File: src/sv/lkvc_pkg.sv
// Shared types and constants for the LRU key-value cache.
package lkvc_pkg;

    localparam int ENTRIES = 16;
    localparam int IDX_W   = (ENTRIES > 1) ? $clog2(ENTRIES) : 1;
    localparam int CNT_W   = $clog2(ENTRIES + 1);
    localparam int CAP_W   = 5;
    localparam int CMP_W   = (CNT_W > CAP_W) ? CNT_W : CAP_W;
    localparam int DATA_W  = 32;

    localparam logic OP_GET = 1'b0;
    localparam logic OP_PUT = 1'b1;

    localparam logic [CAP_W-1:0] CAP_RESET = CAP_W'(16);

    typedef struct packed {
        logic                     opcode;
        logic signed [DATA_W-1:0] lookup_key;
        logic signed [DATA_W-1:0] write_value;
    } req_t;

    typedef struct packed {
        logic                     hit;
        logic signed [DATA_W-1:0] read_value;
        logic                     evicted;
    } rsp_t;

endpackage

File: src/sv/lkvc_store.sv
// Entry storage, parallel key match and recency-rank update of the cache.
module lkvc_store
    import lkvc_pkg::*;
(
    input  logic             clk,
    input  logic             rst_n,
    input  logic             clear,
    input  logic             step,
    input  req_t             req,
    input  logic [CAP_W-1:0] cap,
    output rsp_t             rsp
);

    logic [ENTRIES-1:0]              valid_reg, valid_next;
    logic [ENTRIES-1:0][IDX_W-1:0]   rank_reg, rank_next;
    logic [CNT_W-1:0]                occ_reg, occ_next;
    logic [DATA_W-1:0]               key_mem [ENTRIES];
    logic [DATA_W-1:0]               val_mem [ENTRIES];

    logic [ENTRIES-1:0] match;
    logic [ENTRIES-1:0] lru_sel;
    logic [ENTRIES-1:0] valid_kept;
    logic [IDX_W-1:0]   found_idx;
    logic [IDX_W-1:0]   slot_idx;
    logic [IDX_W-1:0]   found_rank;
    logic [IDX_W-1:0]   lru_rank;
    logic [CMP_W-1:0]   eff_cap;
    logic               hit;
    logic               is_put;
    logic               full;
    logic               evict;
    logic               has_free;
    logic               insert;

    assign is_put = (req.opcode == OP_PUT);

    always_comb
    begin
        for (int i = 0; i < ENTRIES; i++)
        begin
            match[i] = valid_reg[i] && (key_mem[i] == req.lookup_key);
        end
    end

    assign hit = |match;

    // lowest matching entry wins
    always_comb
    begin
        found_idx = '0;
        for (int i = ENTRIES - 1; i >= 0; i--)
        begin
            if (match[i])
            begin
                found_idx = IDX_W'(i);
            end
        end
    end

    assign found_rank = rank_reg[found_idx];

    always_comb
    begin
        priority if (cap == '0)
        begin
            eff_cap = CMP_W'(1);
        end
        else if (CMP_W'(cap) > CMP_W'(ENTRIES))
        begin
            eff_cap = CMP_W'(ENTRIES);
        end
        else
        begin
            eff_cap = CMP_W'(cap);
        end
    end

    assign full  = (CMP_W'(occ_reg) >= eff_cap);
    assign evict = is_put && !hit && full && (occ_reg != '0);

    // valid ranks are exactly 0..occupancy-1, so the oldest holds occupancy-1
    assign lru_rank = IDX_W'(occ_reg - CNT_W'(1));

    always_comb
    begin
        for (int i = 0; i < ENTRIES; i++)
        begin
            lru_sel[i] = evict && valid_reg[i] && (rank_reg[i] == lru_rank);
        end
    end

    assign valid_kept = valid_reg & ~lru_sel;
    assign has_free   = ~&valid_kept;
    assign insert     = is_put && !hit && has_free;

    always_comb
    begin
        slot_idx = '0;
        for (int i = ENTRIES - 1; i >= 0; i--)
        begin
            if (!valid_kept[i])
            begin
                slot_idx = IDX_W'(i);
            end
        end
    end

    always_comb
    begin
        valid_next = valid_kept;
        if (insert)
        begin
            valid_next[slot_idx] = 1'b1;
        end
        for (int i = 0; i < ENTRIES; i++)
        begin
            rank_next[i] = rank_reg[i];
            if (hit)
            begin
                if (IDX_W'(i) == found_idx)
                begin
                    rank_next[i] = '0;
                end
                else if (valid_reg[i] && (rank_reg[i] < found_rank))
                begin
                    rank_next[i] = rank_reg[i] + IDX_W'(1);
                end
            end
            else
            begin
                if (lru_sel[i])
                begin
                    rank_next[i] = '0;
                end
                if (insert)
                begin
                    if (IDX_W'(i) == slot_idx)
                    begin
                        rank_next[i] = '0;
                    end
                    else if (valid_kept[i])
                    begin
                        rank_next[i] = rank_reg[i] + IDX_W'(1);
                    end
                end
            end
        end
        occ_next = occ_reg - CNT_W'(evict) + CNT_W'(insert);
    end

    always_ff @(posedge clk or negedge rst_n)
    begin
        if (!rst_n)
        begin
            valid_reg <= '0;
            rank_reg  <= '0;
            occ_reg   <= '0;
        end
        else if (clear)
        begin
            valid_reg <= '0;
            rank_reg  <= '0;
            occ_reg   <= '0;
        end
        else if (step)
        begin
            valid_reg <= valid_next;
            rank_reg  <= rank_next;
            occ_reg   <= occ_next;
        end
    end

    always_ff @(posedge clk)
    begin
        if (step && !clear)
        begin
            if (hit && is_put)
            begin
                val_mem[found_idx] <= req.write_value;
            end
            else if (insert)
            begin
                key_mem[slot_idx] <= req.lookup_key;
                val_mem[slot_idx] <= req.write_value;
            end
        end
    end

    always_comb
    begin
        rsp.hit        = hit;
        rsp.evicted    = evict;
        rsp.read_value = (hit && !is_put) ? val_mem[found_idx] : '1;
    end

endmodule

File: src/sv/lru_key_value_cache.sv
// Top level of the LRU key-value cache: handshakes, capacity register, pipeline registers.
// Fully associative 16-entry key-value cache with least-recently-used replacement. One request
// word (get or put) is accepted every cycle while results are drained. Its result word is
// valid in the result register once its request has passed through the input register.
// The latency comes from those two registers. The parallel key compare across all entry
// registers and the rank update that follows it are combinational between them. A stalled
// result word holds the next request in the input register, and further requests wait until
// it drains. Every request returns exactly one result: hit, read_value (-1 on a miss and on
// every put) and evicted.
// Writing the capacity register (0 acts as 1, above 16 acts as 16) empties the cache at once;
// write it only while no request is in flight.
module lru_key_value_cache
    import lkvc_pkg::*;
(
    input  logic             clk,
    input  logic             rst_n,
    input  logic             req_valid,
    output logic             req_ready,
    input  req_t             req_data,
    output logic             rsp_valid,
    input  logic             rsp_ready,
    output rsp_t             rsp_data,
    input  logic             cfg_valid,
    output logic             cfg_ready,
    input  logic [CAP_W-1:0] cfg_data
);

    logic             in_valid_reg;
    req_t             in_data_reg;
    logic             out_valid_reg;
    rsp_t             out_data_reg;
    logic [CAP_W-1:0] cap_reg;
    logic             advance;
    logic             cfg_write;
    rsp_t             rsp_comb;

    assign cfg_ready = 1'b1;
    assign cfg_write = cfg_valid && cfg_ready;

    // request moves on when the result register is empty or being drained
    assign advance   = in_valid_reg && (!out_valid_reg || rsp_ready);
    assign req_ready = !in_valid_reg || advance;

    assign rsp_valid = out_valid_reg;
    assign rsp_data  = out_data_reg;

    lkvc_store u_store (
        .clk   (clk),
        .rst_n (rst_n),
        .clear (cfg_write),
        .step  (advance),
        .req   (in_data_reg),
        .cap   (cap_reg),
        .rsp   (rsp_comb)
    );

    always_ff @(posedge clk or negedge rst_n)
    begin
        if (!rst_n)
        begin
            cap_reg       <= CAP_RESET;
            in_valid_reg  <= 1'b0;
            out_valid_reg <= 1'b0;
        end
        else
        begin
            if (cfg_write)
            begin
                cap_reg <= cfg_data;
            end
            if (req_ready)
            begin
                in_valid_reg <= req_valid;
            end
            if (advance)
            begin
                out_valid_reg <= 1'b1;
            end
            else if (rsp_ready)
            begin
                out_valid_reg <= 1'b0;
            end
        end
    end

    always_ff @(posedge clk)
    begin
        if (req_valid && req_ready)
        begin
            in_data_reg <= req_data;
        end
        if (advance)
        begin
            out_data_reg <= rsp_comb;
        end
    end

endmodule

File: config.mk
export PLATFORM = sky130hd
export DESIGN_NAME = lru_key_value_cache
export DESIGN_NICKNAME = d
export VERILOG_FILES = /design/src/sv/lkvc_pkg.sv /design/src/sv/lkvc_store.sv /design/src/sv/lru_key_value_cache.sv
export SDC_FILE = /design/constraint.sdc
export NUM_CORES = 2
export LEC_CHECK = 0
export BUFFER_PORTS_ARGS = -buffer_cell sky130_fd_sc_hd__buf_2
export CAP_MARGIN = 25
export CELL_PAD_IN_SITES_DETAIL_PLACEMENT = 0
export CELL_PAD_IN_SITES_GLOBAL_PLACEMENT = 1
export CORE_MARGIN = 10
export CORE_UTILIZATION = 57
export DETAILED_ROUTE_END_ITERATION = 7
export PLACE_DENSITY_LB_ADDON = 0.1
export SLEW_MARGIN = 20
export SYNTH_ARGS = -nofsm -noshare
export SYNTH_HDL_FRONTEND = slang
export SYNTH_SLANG_ARGS = --single-unit
File: constraint.sdc
create_clock -name clk -period 17 [get_ports clk]
set_input_delay 5.1 -clock clk [delete_from_list [all_inputs] [get_ports clk]]
set_output_delay 5.1 -clock clk [all_outputs]
set_load 0.05 [all_outputs]
Word level (Yosys, flattened, before mapping)
Memory sizes are Yosys's and may differ from the RTL's. A register that Yosys moved wholly into a read port is not among the register bits.
Cells that the tools add are included.
{"block": "totals", "out_inout_bits": 37, "register_bits": 159, "inputBits": 75, "wordCells": 426, "mem_count": 2, "mem_bits_rw": 1024}
{"name": "u_store.key_mem", "depth": 16, "word_bits": 32, "rd": 16, "rd_ports_with_merged_regs": 0, "wr": 1, "line": "lkvc_store.sv:17", "text": "logic [DATA_W-1:0] key_mem [ENTRIES];"}
{"name": "u_store.val_mem", "depth": 16, "word_bits": 32, "rd": 1, "rd_ports_with_merged_regs": 1, "wr": 1, "line": "lkvc_store.sv:18", "text": "logic [DATA_W-1:0] val_mem [ENTRIES];"}
{"block": "classes", "muxes": 169, "n_eq_ne": 78, "n_lt_le_gt_ge": 21, "n_reduce_logical": 108, "n_bitwise": 3, "n_addsub": 19}
{"cell": "4-bit 2-to-1 mux", "count": 146}
{"cell": "32-bit == test", "count": 16}
{"cell": "64-bit 2-to-1 mux", "count": 2}
{"cell": "1-bit logical AND", "count": 74}
{"cell": "4-bit by 1-bit adder with 4-bit output, second input constant", "count": 16}
{"cell": "4-bit == test", "count": 16}
{"cell": "4-bit == test, first input constant", "count": 16}
{"cell": "4-bit less-than comparator", "count": 16}
{"cell": "4-bit != test, second input constant", "count": 16}
{"cell": "16-bit 2-to-1 mux", "count": 3}
{"cell": "3-bit by 4-bit == test with 1-bit output, first input constant", "count": 8}
{"cell": "32-bit 2-to-1 mux", "count": 1}
{"cell": "2-bit AND reduction", "count": 16}
{"cell": "32-bit OR reduction", "count": 1}
{"cell": "5-bit 2-to-1 mux", "count": 4}
{"cell": "16-bit AND", "count": 1}
{"cell": "4-bit binary-select mux with 4-bit select", "count": 1}
{"cell": "2-bit by 4-bit == test with 1-bit output, first input constant", "count": 4}
{"cell": "16-bit inverter", "count": 1}
{"cell": "16-bit OR", "count": 1}
{"cell": "16-bit AND reduction", "count": 1}
{"cell": "16-bit OR reduction", "count": 1}
{"cell": "1-bit 2-to-1 mux", "count": 11}
{"cell": "4-bit by 5-bit less-than comparator with 1-bit output, second input constant", "count": 2}
{"cell": "other kinds (14)", "count": 24}

Depth between registers and ports, before layout
An unclocked memory read counts as a cell.
{"block": "depth", "ltp_word": 36, "mapped_depth": 27, "mapped_depth_nobuf": 22}

Cells and area by module
A second synthesis with hierarchy kept.
{"block": "unflattened", "hier_cells": 4507, "hier_area_um2": 58152.0}
{"mod": "lkvc_store", "n_inst": 1, "area_per_inst_um2": 54896.4, "seq_area_each_um2": 32876.5, "cells_each": 4388}
{"mod": "lru_key_value_cache", "n_inst": 1, "area_per_inst_um2": 3255.6, "seq_area_each_um2": 3149.3, "cells_each": 119}

Worst setup path before layout
Ideal clock, no wire load.
{"block": "synth_path", "path_type": "input port to output port", "from": "input port rsp_ready", "to": "output port req_ready", "setup_slack_ps": 6317, "path_stages": 1, "arrival_time_ps": 5583, "required_ps": 11900, "n_path_buf": 0, "path_cell_list": "nand3b_1"}
{"block": "synth_via", "elab_chain_len": 3}
{"item": "start: declaration", "line": "lru_key_value_cache.sv:21", "text": "input logic rsp_ready,"}
{"item": "1-bit logical OR", "line": "lru_key_value_cache.sv:41", "text": "assign advance = in_valid_reg && (!out_valid_reg || rsp_ready);"}
{"item": "1-bit logical AND", "line": "lru_key_value_cache.sv:41"}
{"item": "1-bit logical OR", "line": "lru_key_value_cache.sv:42", "text": "assign req_ready = !in_valid_reg || advance;"}
{"item": "end: declaration", "line": "lru_key_value_cache.sv:18", "text": "output logic req_ready,"}
Every way passes these cells.

Final worst setup path
Ends and elaborated chain as after synthesis.

==> results.toml <==
[outcome]
outcome = "complete, no violations"

[cts]
cts_setup_buffers = 0
cts_buffers = 121
cts_tree = "built"
cts_hold_buf = 0
ctsHtreeMaxLevel = 3
clkSlewWorstSetupHoldPaths_ps = 60
clock-sinks = 1215
cts_root_buf = "clkbuf_16"
cts_buffer_depth = 3
cts.repair.resized = 0
insertion_delay_ps = 740

[synthesis]
ys_types = 92
synthDominantCellAreaShare = 0.590
ys.flop_type = "edfxtp_1"
synth_edf_count = 1123
ys_top_cells_by_area = "edfxtp_1 (59%), xor2_1 (4.8%), dfrtp_1 (4.0%)"
synth_top_cell_by_area = "edfxtp_1"
synth_warnings = 0
synth-async-reset-ratio = 0.0757
yosysMostFrequentCell = "edfxtp_1"
synth-seq-cells = 1215
synth_commonest_cells = "edfxtp_1 (1123), nand2_1 (413), xor2_1 (310)"
syn-num-nets = 4629
ys_seq_area_frac = 0.631
synthesis.area_sq_mm = 0.0571
syn_area_per_cell_sq_um = 12.8
netlist_instances = 4474

[final_layout]
syn_to_final_growth_pct = 11.4
fin_nets = 4746
fin_area_sq_mm = 0.0636
nFillCells = 7559
post_route_cells_drive_above_1_share = 0.111

[global_routing]
grt_max_degree = 141
grt_pass1_vias = 37356
grt_util_all_layers = 0.291
antenna_found_initial = 3
grt_first_pass_wirelength_mm = 245
grt_remaining_overflow = 0

[drt]
remaining_drc_errors = 0
via_per_inst = 6.43
antenna_left = 0
via_count = 38533
drt_iter0_drc = 4170
wl_per_cell_microns = 27.8
firstDrtPassIters = 6
drt_wl_total_mm = 167

[critical_path]
path_max_fanout = 3
crit_path_end_kind = "primary output"
cp.arrival_ps = 5620
cp-start-kind = "input pin"
reg2reg_slack_ps = 9180
worstSetupPathType = "input pin to primary output"
worstPathRequired_ps = 11900

[pwr]
vdd_drop_max_mv = 0.0907
report.power.total_mw = 6.55
p_per_area_mw_per_mm2 = 103
p_leak_nw = 21.1

[place]
dp_slack_ps = 6290
placed_area_sq_mm = 0.0595
place_congestion = 0.956
dp_hpwl_mm = 99.8
portBuffers = 110

[sta]
drv_slew = 0
rsz0062_at_grt = "no"
tightest_slew_ps = 1170
slew_headroom = 0.216
fin_crit_sh = 0.630
hold_violations = 0
max_freq_mhz = 93.3
fin_ws_ps = 6280
finalSetupViolCount = 0
whs_ps = 487
tns_ps = 0
min_period_ps = 10720
fin_skew_ps = 29.6

[floorplan]
core_area_sq_mm = 0.0997
ios = 112
rows = 116
fp.dieH_microns = 337
die_w_microns = 337
initial_core_util = 0.573
die_area_sq_mm = 0.113

[flow_run]
cap_violations = 0

[hold_path]
hp-class = "register to register"
## layout make-up
class                   count  area (sq um)  share of cell area
diodes                      1          2.50           0.0000393
clock buffers             148          3160              0.0496
clock inverters            80          1020              0.0161
inverters                  71           267             0.00419
multi-input cells        2948         20100               0.315
flip-flops and latches   1215         36000               0.566
well taps                1298          1620              0.0255
repair buffers            234          1490              0.0235
## per-layer routing
| metal | vias to the layer above | share of wire | GRT usage |
|---|---|---|---|
| li1 | 17167 | - | - |
| met1 | 19118 | 0.43 | 0.418 |
| met2 | 1882 | 0.44 | 0.441 |
| met3 | 362 | 0.089 | 0.0469 |
| met4 | 4 | 0.039 | 0.115 |
| met5 | - | 0.00014 | 0 |
## worst max-delay path, stage by stage
cell      delay (ps)
buf_2            100
nand3b_1         180
buf_2            240
## kinds of logic (layout without fill, tap and decap cells)
| family | count (synthesis) | after routing | share of synthesized area |
|---|---|---|---|
| mux | 126 | 126 | 0.0223 |
| buf+inv | 311 | 533 | 0.0242 |
| flops | 1215 | 1215 | 0.631 |
| xor+xnor | 572 | 572 | 0.0882 |
| simple gates | 1395 | 1395 | 0.125 |
| fa+ha+maj | 80 | 80 | 0.0177 |
| compound gates | 774 | 774 | 0.0920 |
| other cells | 1 | 2 | 0.0000656 |
## per-stage QoR
stage,utilization,cells
floorplan,-,4474
global placement,0.596,5765
detailed placement,0.596,5766
CTS,0.638,5994
global route,0.638,5994
finish,0.638,5995
## report_power, final
group | internal (mW) | switching [mW]
Combinational | 0.138 | 0.297
Clock | 1.63 | 1.16
Sequential | 3.30 | 0.0314
Total | 5.07 | 1.49
## placed cells by master (no fill, tap or decap), types with 116 or more instances in the layout
| master | n |
|---|---|
| edfxtp_1 | 1123 |
| nand2_1 | 413 |
| xor2_1 | 310 |
| xnor2_1 | 258 |
| a21oi_1 | 180 |
| nand3_1 | 171 |
| nor2_1 | 152 |
| nor4_1 | 140 |
| o21ai_0 | 132 |
| buf_4 | 123 |
| clkbuf_16 | 121 |
| mux2i_1 | 116 |
## path summary, 6_finish.rpt
kind                                 start               endpoint  cells after the start
max                              rsp_ready              req_ready                      3
min                           in_valid_reg              rsp_valid                      1
max reg2reg                in_data_reg[45]   u_store.rank_reg[12]                     20
min in group asynchronous            rst_n   u_store.rank_reg[25]                      1
min reg2reg                   in_valid_reg              rsp_valid                      1
max in group asynchronous            rst_n  u_store.valid_reg[14]                      2
Note: power is estimated with default switching activity, not from simulation.
